**config.mk**
```make
export PLATFORM = sky130hd
export DESIGN_NAME = bmms_div
export DESIGN_NICKNAME = d
export VERILOG_FILES = /design/src/design/bmms_pkg.sv /design/src/design/bmms_div.sv
export SDC_FILE = /design/constraint.sdc
export NUM_CORES = 1
export LEC_CHECK = 0
export BUFFER_PORTS_ARGS = -buffer_cell sky130_fd_sc_hd__buf_2
export CORE_MARGIN = 2
export CORE_UTILIZATION = 40
export DETAILED_ROUTE_END_ITERATION = 7
export GPL_TIMING_DRIVEN = 0
export PLACE_DENSITY_LB_ADDON = 0.05
export RECOVER_POWER = 50
export SYNTH_ARGS = -nofsm -noshare
export SYNTH_HDL_FRONTEND = slang
export SYNTH_SLANG_ARGS = --single-unit
```
**constraint.sdc**
```tcl
create_clock -name clk -period 3.75 [get_ports clk]
set_input_delay 0.1875 -clock clk [delete_from_list [all_inputs] [get_ports clk]]
set_output_delay 0.1875 -clock clk [all_outputs]
set_load 0.05 [all_outputs]
```
**src/design/bmms_pkg.sv**
```systemverilog
// bmms_pkg: shared types and constants of the binned min/max/mean statistics block
// holds the bin record layout, field widths and the control state type
// no dependencies
`timescale 1ns / 1ps

package bmms_pkg;

  localparam int VAL_W     = 64;
  localparam int CNT_W     = 32;
  localparam int EDGE_W    = 16;
  localparam int DIV_STEPS = VAL_W;
  localparam int STEP_W    = $clog2(DIV_STEPS);

  localparam logic [CNT_W-1:0] CNT_MAX = {CNT_W{1'b1}};

  // one bin as stored in the table memory
  typedef struct packed {
    logic              used;
    logic              mism;
    logic [EDGE_W-1:0] edge_mode;
    logic [CNT_W-1:0]  cnt;
    logic [VAL_W-1:0]  sum;
    logic [VAL_W-1:0]  minv;
    logic [VAL_W-1:0]  maxv;
  } bin_t;

  typedef enum logic [1:0] {
    ST_CLEAR,
    ST_IDLE,
    ST_EVAL,
    ST_DIV
  } state_t;

endpackage

```
**src/design/bmms_div.sv**
```systemverilog
// bmms_div: restoring divider, 64-bit dividend by 32-bit divisor, one quotient bit a cycle
// done pulses for one cycle once the quotient is ready
// depends on bmms_pkg
`timescale 1ns / 1ps

module bmms_div
  import bmms_pkg::*;
(
  input  logic             clk,
  input  logic             rst_n,
  input  logic             start,
  input  logic [VAL_W-1:0] dividend,
  input  logic [CNT_W-1:0] divisor,
  output logic             done,
  output logic [VAL_W-1:0] quotient
);

  logic              run_r, run_nxt;
  logic              done_r, done_nxt;
  logic [STEP_W-1:0] step_r, step_nxt;
  logic [VAL_W-1:0]  quo_r, quo_nxt;
  logic [CNT_W-1:0]  rem_r, rem_nxt;
  logic [CNT_W-1:0]  dvs_r, dvs_nxt;
  logic [CNT_W:0]    shifted;
  logic [CNT_W:0]    diff;

  assign shifted = {rem_r, quo_r[VAL_W-1]};
  assign diff    = shifted - {1'b0, dvs_r};

  always_comb begin
    run_nxt  = run_r;
    done_nxt = 1'b0;
    step_nxt = step_r;
    quo_nxt  = quo_r;
    rem_nxt  = rem_r;
    dvs_nxt  = dvs_r;
    if (start) begin
      run_nxt  = 1'b1;
      step_nxt = '0;
      quo_nxt  = dividend;
      rem_nxt  = '0;
      dvs_nxt  = divisor;
    end else if (run_r) begin
      // remainder stays below the divisor, so the shifted value fits in CNT_W+1 bits
      if (!diff[CNT_W]) begin
        rem_nxt = diff[CNT_W-1:0];
        quo_nxt = {quo_r[VAL_W-2:0], 1'b1};
      end else begin
        rem_nxt = shifted[CNT_W-1:0];
        quo_nxt = {quo_r[VAL_W-2:0], 1'b0};
      end
      step_nxt = step_r + 1'b1;
      if (step_r == STEP_W'(DIV_STEPS - 1)) begin
        run_nxt  = 1'b0;
        done_nxt = 1'b1;
      end
    end
  end

  always_ff @(posedge clk) begin
    if (!rst_n) begin
      run_r  <= 1'b0;
      done_r <= 1'b0;
      step_r <= '0;
    end else begin
      run_r  <= run_nxt;
      done_r <= done_nxt;
      step_r <= step_nxt;
    end
  end

  always_ff @(posedge clk) begin
    quo_r <= quo_nxt;
    rem_r <= rem_nxt;
    dvs_r <= dvs_nxt;
  end

  assign done     = done_r;
  assign quotient = quo_r;

endmodule

```
* Word-level counts from Yosys, hierarchy flattened
Index checks and enable logic that the tools add are counted. Widths: inputs -> output; s select.
Storage, ports and cells: register bits after elaboration 136, input port bits 99, output and inout port bits 65, logic and storage cells 22
Cells by class: $add $sub $neg 2, eq/ne operators 1, muxes and demuxes 8, bitwise gates (word level) 2, reductions and logical operators 3
Operator list (number):
- $mux 64 | 2
- $sub 33x32->33 | 1
- $mux 32 | 1
- $add 6x1->6 const B | 1
- $eq 6x6->1 const B | 1
- $mux 1 | 5
- $reduce_or 3->1 | 1
- $not 1->1 | 2
- $reduce_bool 2->1 | 1
- $reduce_or 2->1 | 1

* Depth between registers and ports, before layout
depth in word-level cells 4, depth in mapped cells 13, depth with buffers taken out 11

* Worst setup path before layout
OpenSTA, ideal clock, no wires.
kind register to register, start register quo_r[63], in the netlist quotient[63], end register rem_r[1], setup time 95 ps, arrival time 3154 ps, data required time 3655 ps, setup slack 500 ps, cell stages (with the launch flop) 12, path buffers 0, clock period less this slack 3250 ps, cells stage by stage edfxtp_1 -> inv_1 -> ha_1 -> fa_1 -> nor2b_1 -> o2111ai_1 -> a211oi_4 -> o31a_1 -> nor3_2 -> or3_1 -> or4_1 -> o311ai_1
Between the ends: longest elaborated chain between the ends 2
Ends and longest elaborated chain:
- start: declaration | line bmms_div.sv:21 | logic [VAL_W-1:0] quo_r, quo_nxt;
- start signal: assignment | line bmms_div.sv:73 | quo_r <= quo_nxt;
- $sub 33x32->33 | line bmms_div.sv:28 | assign diff = shifted - {1'b0, dvs_r};
- $mux 32 | line bmms_div.sv:45 | if (!diff[CNT_W]) begin
- end signal: assignment | line bmms_div.sv:74 | rem_r <= rem_nxt;
- end: declaration | line bmms_div.sv:22 | logic [CNT_W-1:0] rem_r, rem_nxt;
Every way passes these cells. A chain may end at the register's enable or synchronous reset.

* Final worst setup path
start register quo_r[63], in the netlist quotient[63], end register quo_r[0], in the netlist quotient[0] (data pin)
Between the ends: longest elaborated chain between the ends 4
Ends and longest elaborated chain:
- $sub 33x32->33 | line bmms_div.sv:28
- $mux 1 | line bmms_div.sv:45
- $mux 64 | line bmms_div.sv:43 | end else if (run_r) begin
- $mux 64 | line bmms_div.sv:37 | if (start) begin
- named net quo_nxt[0] | line bmms_div.sv:21
The timed path passes the listed nets, and every way through them passes these cells. The select of a mux whose other input is x is not followed.

==> results.toml <==
[timing]
hold_violations = 0
fin_hold_ws_ps = 56.1
relSlewSlack_pct = 40.6
fin_worst_skew_ps = 9.69
fin_crit_sh_pct = 93.2
layout_min_cycle_time_ps = 3500
rsz0062_at_grt = "no"
tightest_slew_ps = 891
fmax_ghz = 0.286
maxSlewViolCount = 0
setup_viol = 0

[grt]
grt_pass1_vias = 6045
antenna_found_initial = 0
grt.total_usage_pct = 20.0
grt_max_degree = 65
grt_pass1_wl_mm = 31.4
grt_overflow = 0

[synthesis]
async_flop_share_pct = 0
yosysWarnings = 0
synth_compound_area_share_pct = 14.6
synth.avg_cell_area_sq_um = 11.0
synthSimpleGateAreaFrac_pct = 11.5
synth_fa_ha_area_share_pct = 5.81
synthFlopType = "edfxtp_1"
synth_enable_flop_cells = 96
synth_cells = 676
synth_top_family_by_area = "compound AO/OA/AOI/OAI gates"
synthMuxAreaShare_pct = 11.3
ys_seq_area_share_pct = 49.4
synth_xor_area_share_pct = 3.17
synth-seq-cells = 136
syn-cell-area_sq_um = 7450
synth.distinct_cells = 69
syn_nets = 809

[setup_path]
critPathCaptureType = "flip-flop"
crit_fanout = 10
critPathLaunchType = "flip-flop"
criticalPathCategory = "reg2reg"
cp.required_ps = 3970
worst_ep_arrival_time_ps = 3710

[drt]
drtIter0Drc = 426
dr.pass1.iters = 5
num_vias = 5988
viasPerCell = 5.29
ant_nets = 0
drc_errors = 0
post_drt_wl_per_cell_um = 17.1
finalWirelength_mm = 19.4

[cts]
cts_tree = "done"
clock_sinks = 136
cts-root-buf = "clkbuf_16"
htree_num_levels = 4
cts_buffer_depth = 2
cts_setup_buffers = 0
numCtsBuffers = 17
clk_pin_slew_ps = 60
cts-resized-gates = 0
clk_latency_ps = 430

[final_layout]
antennaDiodeCount = 0
nNetsFinal = 1024
syn_to_final_growth_pct = 26.3
stdcell_count = 1133
final_cell_mix = "buf_2, edfxtp_1, clkbuf_1"
finalCoreUtilization_pct = 51.8
mostFrequentLayoutCell = "buf_2"
drive_gt1_share_pct = 23.5

[floorplanning]
std_cell_rows = 49
fp.dieW_um = 140
start_util_pct = 41.1
core_sq_um = 18100
io_pins = 164
fp.dieH_um = 140
dieArea_sq_um = 19700

[power]
p_leak_nw = 3.70
peakVddDrop_mv = 0.330
p_total_mw = 4.69
powerDensity_nw_per_um2 = 499

[status]
status = "finished, final reports clean"

[flow_run]
cap_violations = 0

[hold_path]
hp-class = "in2reg"

[place]
dp_hpwl_mm = 13.9
dp_cells = 1068
port-buffer-count = 163
place.gp.congestion = 0.896
[final cells by class]
cell class                 instances  area [sq um]
clock buffer                      19           433
tap                              229           287
timing repair buffer             196          1060
fill                            1717          8740
buffer                            33           155
multi-input combinational        464          3450
sequential                       136          3680
inverter                          43           161
clock inverter                    13           170
[layer usage]
metal / vias to the layer above / track usage (%) / part of all wire, %
li1: 2956 / - / -
met3: 19 / 6.05 / 6.2
met4: 0 / 4.95 / 1.0
met2: 184 / 32.2 / 46
met5: - / 0 / 0
met1: 2829 / 26.7 / 46
[repair_timing]
action | CTS | global route
setup endpoints to repair | 0 | 0
hold endpoints to repair | 33 | 0
hold buffers | 33 | 0
[sequential cells by signal, indices dropped and copies added, names as in the netlist]
| register | flops |
|---|---|
| quotient | 64 |
| dvs_r | 32 |
| rem_r | 32 |
| step_r | 6 |
| done | 1 |
| run_r | 1 |
[kinds of logic after synthesis]
group	after synthesis
fa+ha+maj	34
simple gates	178
mux	76
xor+xnor	27
flops	136
compound gates	149
buf+inv	76
[power breakdown]
group          leakage (nW)  total [mW]  switching [mW]  internal [mW]
registers              1.29        1.84          0.0762           1.77
clock network         0.287        1.75           0.690           1.05
logic                  2.13        1.10           0.718          0.384
[Yosys cell counts, types with 5 or more instances]
master	number	area share [%]
xor2_1	12	1.4
a211oi_1	15	1.5
nand2b_1	6	0.50
mux2i_1	12	1.6
buf_2	7	0.47
nor2b_1	5	0.42
o21bai_1	5	0.50
inv_1	43	2.2
edfxtp_1	96	39
nand4_1	5	0.42
o21a_1	6	0.60
dfxtp_1	40	11
xnor2_1	15	1.8
ha_1	33	5.5
o21ai_0	14	0.94
a311oi_1	16	1.9
clkbuf_1	13	0.65
or3_1	8	0.67
a21o_1	8	0.81
nand2_1	54	2.7
mux2_2	64	9.7
buf_1	9	0.45
o211ai_1	5	0.50
a21oi_1	37	2.5
nor3_1	13	0.87
a31oi_1	7	0.59
nand3_1	9	0.60
nor2_1	54	2.7
[per-stage QoR]
stage | cell area (sq um) | setup slack [ps] | setup TNS [ps]
after global placement | 8550 | -157 | -9950
after CTS | 9490 | 226 | 0
after global routing | 9410 | 87.3 | 0
after detailed placement | 8560 | 183 | 0
final | 9410 | 255 | 0
after floorplan | 7450 | 500 | 0
[critical path: stages, from the launching register on]
cell and delay [ps]:
edfxtp_1 410, inv_1 60, ha_1 220, fa_1 410
nor2b_1 170, o2111ai_1 270, a211oi_4 410, o31a_1 280
nor3_2 80, or3_1 440, buf_2 240, o21ai_1 290
[worst paths after layout]
check	cells past startpoint	end	from	slack [ps]
worst min register to register	2	step_r[5]	step_r[5]	490
worst min-delay path	2	quotient[54]	dividend[54]	60
worst max register to register	11	quotient[0]	quotient[63]	250
worst max-delay path	11	quotient[0]	quotient[63]	250
No activity file was read; power rests on OpenSTA's default activity.
