### src/design/bmms_ram.sv
// bmms_ram: generic single-write, single-read synchronous ram
// read data is registered
// no dependencies
`timescale 1ns / 1ps

module bmms_ram #(
  parameter int WIDTH = 8,
  parameter int DEPTH = 16
) (
  input  logic                     clk,
  input  logic                     we,
  input  logic [$clog2(DEPTH)-1:0] waddr,
  input  logic [WIDTH-1:0]         wdata,
  input  logic                     re,
  input  logic [$clog2(DEPTH)-1:0] raddr,
  output logic [WIDTH-1:0]         rdata
);

  logic [WIDTH-1:0] mem [DEPTH];

  always_ff @(posedge clk) begin
    if (we) begin
      mem[waddr] <= wdata;
    end
  end

  always_ff @(posedge clk) begin
    if (re) begin
      rdata <= mem[raddr];
    end
  end

endmodule

### config.mk
export PLATFORM = sky130hd
export DESIGN_NAME = bmms_ram
export DESIGN_NICKNAME = d
export VERILOG_FILES = /design/src/design/bmms_ram.sv
export SDC_FILE = /design/constraint.sdc
export NUM_CORES = 1
export LEC_CHECK = 0
export BUFFER_PORTS_ARGS = -buffer_cell sky130_fd_sc_hd__buf_4
export CORE_MARGIN = 10
export CORE_UTILIZATION = 60
export DETAILED_ROUTE_END_ITERATION = 6
export GPL_TIMING_DRIVEN = 0
export PLACE_DENSITY_LB_ADDON = 0.3
export REMOVE_ABC_BUFFERS = 1
export SETUP_SLACK_MARGIN = 0.1
export SLEW_MARGIN = 20
export SYNTH_ARGS = -nofsm -noshare
export SYNTH_HDL_FRONTEND = slang
export SYNTH_SLANG_ARGS = --single-unit
### constraint.sdc
create_clock -name clk -period 1.9 [get_ports clk]
set_clock_uncertainty 0.15 [all_clocks]
set_input_delay 0.095 -clock clk [delete_from_list [all_inputs] [get_ports clk]]
set_output_delay 0.095 -clock clk [all_outputs]
set_load 0.01 [all_outputs]
Word level (Yosys, flattened, before mapping)
Memories as Yosys holds them, arrays and structs flattened. A register that Yosys moved wholly into a read port is not among the register bits.
Cells that the tools add are included.
Widths: inputs -> output; s select.
{"block": "totals", "ff_bits": 0, "latchBits": 0, "mem_bits_rw": 128, "mem_bits_ro": 0, "out_inout_bits": 8, "wordCells": 3, "n_memories": 1}
{"name": "mem", "words": 16, "width": 8, "rd": 1, "rd_ports_with_merged_regs": 1, "wr": 1, "line": "19", "text": "logic [WIDTH-1:0] mem [DEPTH];"}
{"block": "classes", "n_addsub": 0, "mul": 0, "div_mod_pow": 0, "magnitude_cmp": 0, "eq_ne": 0, "shifts": 0, "n_mux": 2, "bitwise": 0, "n_reduce_logical": 0}
{"cell": "$mux 1", "n": 2}

Longest topological paths before layout
{"block": "logic_depth", "word_depth": 2, "depth_mapped": 5, "depth_no_buf": 3}

Worst setup path before layout
OpenSTA, ideal clock, no wires.
{"block": "synth_path", "path_type": "input to register", "start": "input port waddr[2]", "end": "memory mem[0][0], enable pin", "setup_time_ps": 383, "arrival_ps": 1205, "t_required_ps": 1367, "slack_ps": 162, "stages": 2, "path_cell_list": "or3b_2 > nor3_1"}
{"item": "start: declaration", "line": "12", "text": "input logic [$clog2(DEPTH)-1:0] waddr,"}
{"item": "end: declaration", "line": "19"}
No word-level cell before the write port.

Final worst setup path
{"block": "layout_path", "start": "input port waddr[1]", "end": "memory mem[1][3], enable pin"}
No word-level cell before the write port.

==> impl_summary.log <==
INFO  metric yosys-mux-area-fraction = 0.148
INFO  metric worst_reg2reg_setup_slack = 170 ps
INFO  metric holdCritPathClass = in2reg
INFO  metric clk_pin_slew_worst_paths = 60 ps
INFO  metric timing.final.crit_share = 0.918
INFO  metric worst_setup_path_endpoint = mem[1][3]
INFO  metric timing.critical_path.cells = dlygate4sd3_1 -> buf_4 -> nand2b_1 -> nor2_1
INFO  metric globalRoute.busiestLayer = met2
INFO  metric p_sw_frac = 0.194
INFO  metric detailroute.via_count = 2,551
INFO  metric adder_cell_fraction_of_synth_area = 0
INFO  metric route.final.wire_length = 10,400 um
INFO  metric place.port_buffers = 26
INFO  metric critical_path_class = in2reg
INFO  metric core = 8340 um^2
INFO  metric fin_cells = 392
INFO  metric final_period_minus_worst_setup_slack = 1740 ps
INFO  metric finalSetupViolations = 0
INFO  metric worst_path_largest_cell_delay = 720 ps
INFO  metric finalCoreUtilization = 0.745
INFO  metric slew_headroom = 0.390
INFO  metric power_density = 1150 nW/um^2
INFO  metric crit_arrival = 1720 ps
INFO  metric first_pass_iters = 4
INFO  metric gr-usage-met2 = 0.268
INFO  metric path_max_fanout = 8
INFO  metric drt.antenna.violating_nets = 0
INFO  metric routed_wire_length_per_instance = 26.5 um
INFO  metric ys_seq_elements = 136
INFO  metric num_antenna_cells = 0
INFO  metric worst_r2r_path_depth = 3
INFO  metric cts.repair.resized = 0
INFO  metric share_seq_of_total_power = 0.475
INFO  metric final_design_area_no_fill = 6220 um^2
INFO  metric endpoint_kind = flop
INFO  metric status = completed
INFO  metric via_count_of_the_first_global_routing_pass = 2,625
INFO  metric compound_gate_portion_of_the_synthesized_area = 0.0230
INFO  metric multi_input_area = 1080 um^2
INFO  metric place_congestion = 0.701
INFO  metric tritoncts = yes
INFO  metric via_per_inst = 6.51
INFO  metric dominant_combinational_cell_family_by_area_after_synthesis = multiplexers
INFO  metric number_of_drc_markers_after_the_initial_detailed_route_iteration = 234
INFO  metric synth.lib_cells_used.distinct = 18
INFO  metric critPathLaunch = waddr[1]
INFO  metric placement.cell_area = 5490 um^2
INFO  metric gr-usage-met3 = 0.0507
INFO  metric syn-mean-instance-area = 22.8 um^2
INFO  metric worst_pin_slew = 911 ps
INFO  metric clock_insertion_delay_worst_skew = 510 ps
INFO  metric num-nets-final = 294
INFO  metric finalHoldViolCount = 0
INFO  metric netlist_area_before_placement = 5230 um^2
INFO  metric die_area = 12,800 um^2
INFO  metric overflow = 0
INFO  metric crit_path_start_kind = input port
INFO  metric max_cap_violations = 0
INFO  metric power_internal = 5.77 mW
INFO  metric global_route.usage.total = 0.169
INFO  metric synth_simple_gate_area_frac = 0.0314
INFO  metric synth.yosys.warnings = 0
INFO  metric first_pass_grt_wire_length = 15,800 um
INFO  metric final_layout_size_suffix_gt1_frac = 0.272
INFO  metric power = 7.16 mW
INFO  metric drv_slew = 0
INFO  metric synthToLayoutAreaGrowth = 18.9%
INFO  metric cts_max_level = 4
INFO  metric cts_made_buffers = 17
INFO  metric clkSinkCount = 136
INFO  metric rsz0062_at_grt = false
INFO  metric row_count = 33
INFO  metric io_count = 27
INFO  metric dpl.hpwl = 5800 um
INFO  metric global_route.usage.met1 = 0.215
INFO  metric slowest_stage = sky130_fd_sc_hd__nor2_1
INFO  metric share_comb_of_total_power = 0.047
INFO  metric die_width = 113 um
INFO  metric vdd_drop_max = 1.03 mV
INFO  metric leakagePower = 2.08 nW
INFO  metric critical_path_required = 1880 ps
INFO  metric timing.hold.ws = 13.6 ps
INFO  metric syn_inst = 229
INFO  metric achievable-frequency = 573 MHz
INFO  metric synth.yosys.seq_area_share = 0.781
INFO  metric cts.path.max_buffers = 2
INFO  metric fillCellCount = 464
INFO  metric cts.root.buffer_cell = sky130_fd_sc_hd__clkbuf_8
INFO  metric share_clk_of_total_power = 0.478
INFO  metric remaining_drc_errors = 0
INFO  metric net-switching-power = 1.39 mW
INFO  metric area.sequential = 4080 um^2
INFO  metric floorplan.die.height = 113 um
INFO  metric worst_r2r_endpoint = rdata[1]
INFO  metric grt_antenna_before_repair = 0
INFO  metric largest_net_degree_at_the_start_of_global_routing = 33
INFO  metric effective_utilization_at_floorplan = 0.627
INFO  metric synth-xor-area-share = 0
INFO  metric start_of_the_worst_register_to_register_path = mem[10][1]
INFO  metric post-place-cells = 350
[final cells by class]
| class | count | area share |
|---|---|---|
| multi-input cells | 83 | 0.173 |
| well taps | 105 | 0.0211 |
| clock buffers | 17 | 0.0666 |
| clock inverters | 14 | 0.0330 |
| flip-flops and latches | 136 | 0.657 |
| repair buffers | 37 | 0.0491 |
[power by group through the flow]
stage / combinational [mW] / sequential [mW] / clock (mW)
after floorplan: 0.135 / 3.46 / 0
final: 0.338 / 3.40 / 3.42
after CTS: 0.340 / 3.40 / 3.45
after global routing: 0.363 / 3.40 / 3.56
after global placement: 0.306 / 3.45 / 0
after detailed placement: 0.318 / 3.46 / 0
[layout by cell type (no fill, tap or decap)]
cell type / n
sky130_fd_sc_hd__nor2_1: 13
sky130_fd_sc_hd__nor3_2: 4
sky130_fd_sc_hd__mux4_1: 14
sky130_fd_sc_hd__clkbuf_16: 16
sky130_fd_sc_hd__clkinvlp_4: 2
sky130_fd_sc_hd__nand2b_1: 2
sky130_fd_sc_hd__a22oi_1: 16
sky130_fd_sc_hd__clkbuf_8: 1
sky130_fd_sc_hd__mux4_2: 18
sky130_fd_sc_hd__clkinv_2: 3
sky130_fd_sc_hd__clkinv_4: 1
sky130_fd_sc_hd__bufinv_16: 5
sky130_fd_sc_hd__nand3b_1: 2
sky130_fd_sc_hd__buf_4: 26
sky130_fd_sc_hd__or3b_2: 1
sky130_fd_sc_hd__and2_1: 1
sky130_fd_sc_hd__nor2b_1: 1
sky130_fd_sc_hd__edfxtp_1: 136
sky130_fd_sc_hd__and2b_1: 1
sky130_fd_sc_hd__dlygate4sd3_1: 11
sky130_fd_sc_hd__clkinv_1: 2
sky130_fd_sc_hd__inv_6: 1
sky130_fd_sc_hd__nand3_1: 1
sky130_fd_sc_hd__nand2_1: 9
[state kept, by name, summed over array words and instances, names as in the netlist]
name and cells:
rdata 8, mem 128
[cell usage after synthesis]
| master | count | area [um^2] |
|---|---|---|
| sky130_fd_sc_hd__nand2b_1 | 2 | 12.5 |
| sky130_fd_sc_hd__nand2_1 | 9 | 33.8 |
| sky130_fd_sc_hd__mux4_1 | 14 | 368 |
| sky130_fd_sc_hd__or3b_2 | 1 | 8.76 |
| sky130_fd_sc_hd__nor2b_1 | 1 | 6.26 |
| sky130_fd_sc_hd__nand3_1 | 1 | 5.00 |
| sky130_fd_sc_hd__edfxtp_1 | 136 | 4080 |
| sky130_fd_sc_hd__and2_1 | 1 | 6.26 |
| sky130_fd_sc_hd__clkdlybuf4s25_2 | 3 | 30.0 |
| sky130_fd_sc_hd__a22oi_1 | 16 | 120 |
| sky130_fd_sc_hd__nand3b_1 | 2 | 15.0 |
| sky130_fd_sc_hd__buf_4 | 1 | 7.51 |
| sky130_fd_sc_hd__and2b_1 | 1 | 7.51 |
| sky130_fd_sc_hd__nor3_1 | 4 | 20.0 |
| sky130_fd_sc_hd__mux4_2 | 18 | 405 |
| sky130_fd_sc_hd__buf_6 | 3 | 33.8 |
| sky130_fd_sc_hd__buf_2 | 3 | 15.0 |
| sky130_fd_sc_hd__nor2_1 | 13 | 48.8 |
[per-stage QoR]
stage	setup slack (ps)	TNS, ps
6_report	156	0
5_1_grt	103	0
4_1_cts	174	0
3_5_place_dp	-202	-2620
3_3_place_gp	-390	-8160
2_1_floorplan	162	0
[cell families (layout without fill, tap and decap cells)]
| logic type | count (synthesis) | after routing |
|---|---|---|
| buf+inv | 10 | 68 |
| flops | 136 | 136 |
| simple gates | 35 | 35 |
| mux | 32 | 32 |
| compound gates | 16 | 16 |
[worst min-delay path by stage]
stage          startpoint        end  cells past startpoint
2_1_floorplan    wdata[0]  mem[0][0]                      0
5_1_grt          waddr[3]  mem[0][2]                      3
4_1_cts          waddr[3]  mem[0][2]                      3
3_3_place_gp           re   rdata[7]                      1
3_5_place_dp           re   rdata[7]                      1
6_report         waddr[2]  mem[0][2]                      3
[critical path, delay by kind of cell]
family / cells / cell delay [ps]
buffers and inverters: 2 / 700
AND/OR/NAND/NOR: 2 / 920
[metal layers]
layer | routed length [um] | up-vias
li1 | - | 1071
met1 | 4070 | 1313
met2 | 5180 | 146
met3 | 899 | 21
met4 | 243 | 0
met5 | 0 | -
[timing repair]
item / CTS / global route
hold buffers: 11 / 0
endpoints found under the hold margin: 168 / 0
setup buffers: 0 / 0
Power figures use the tool's default switching activity.
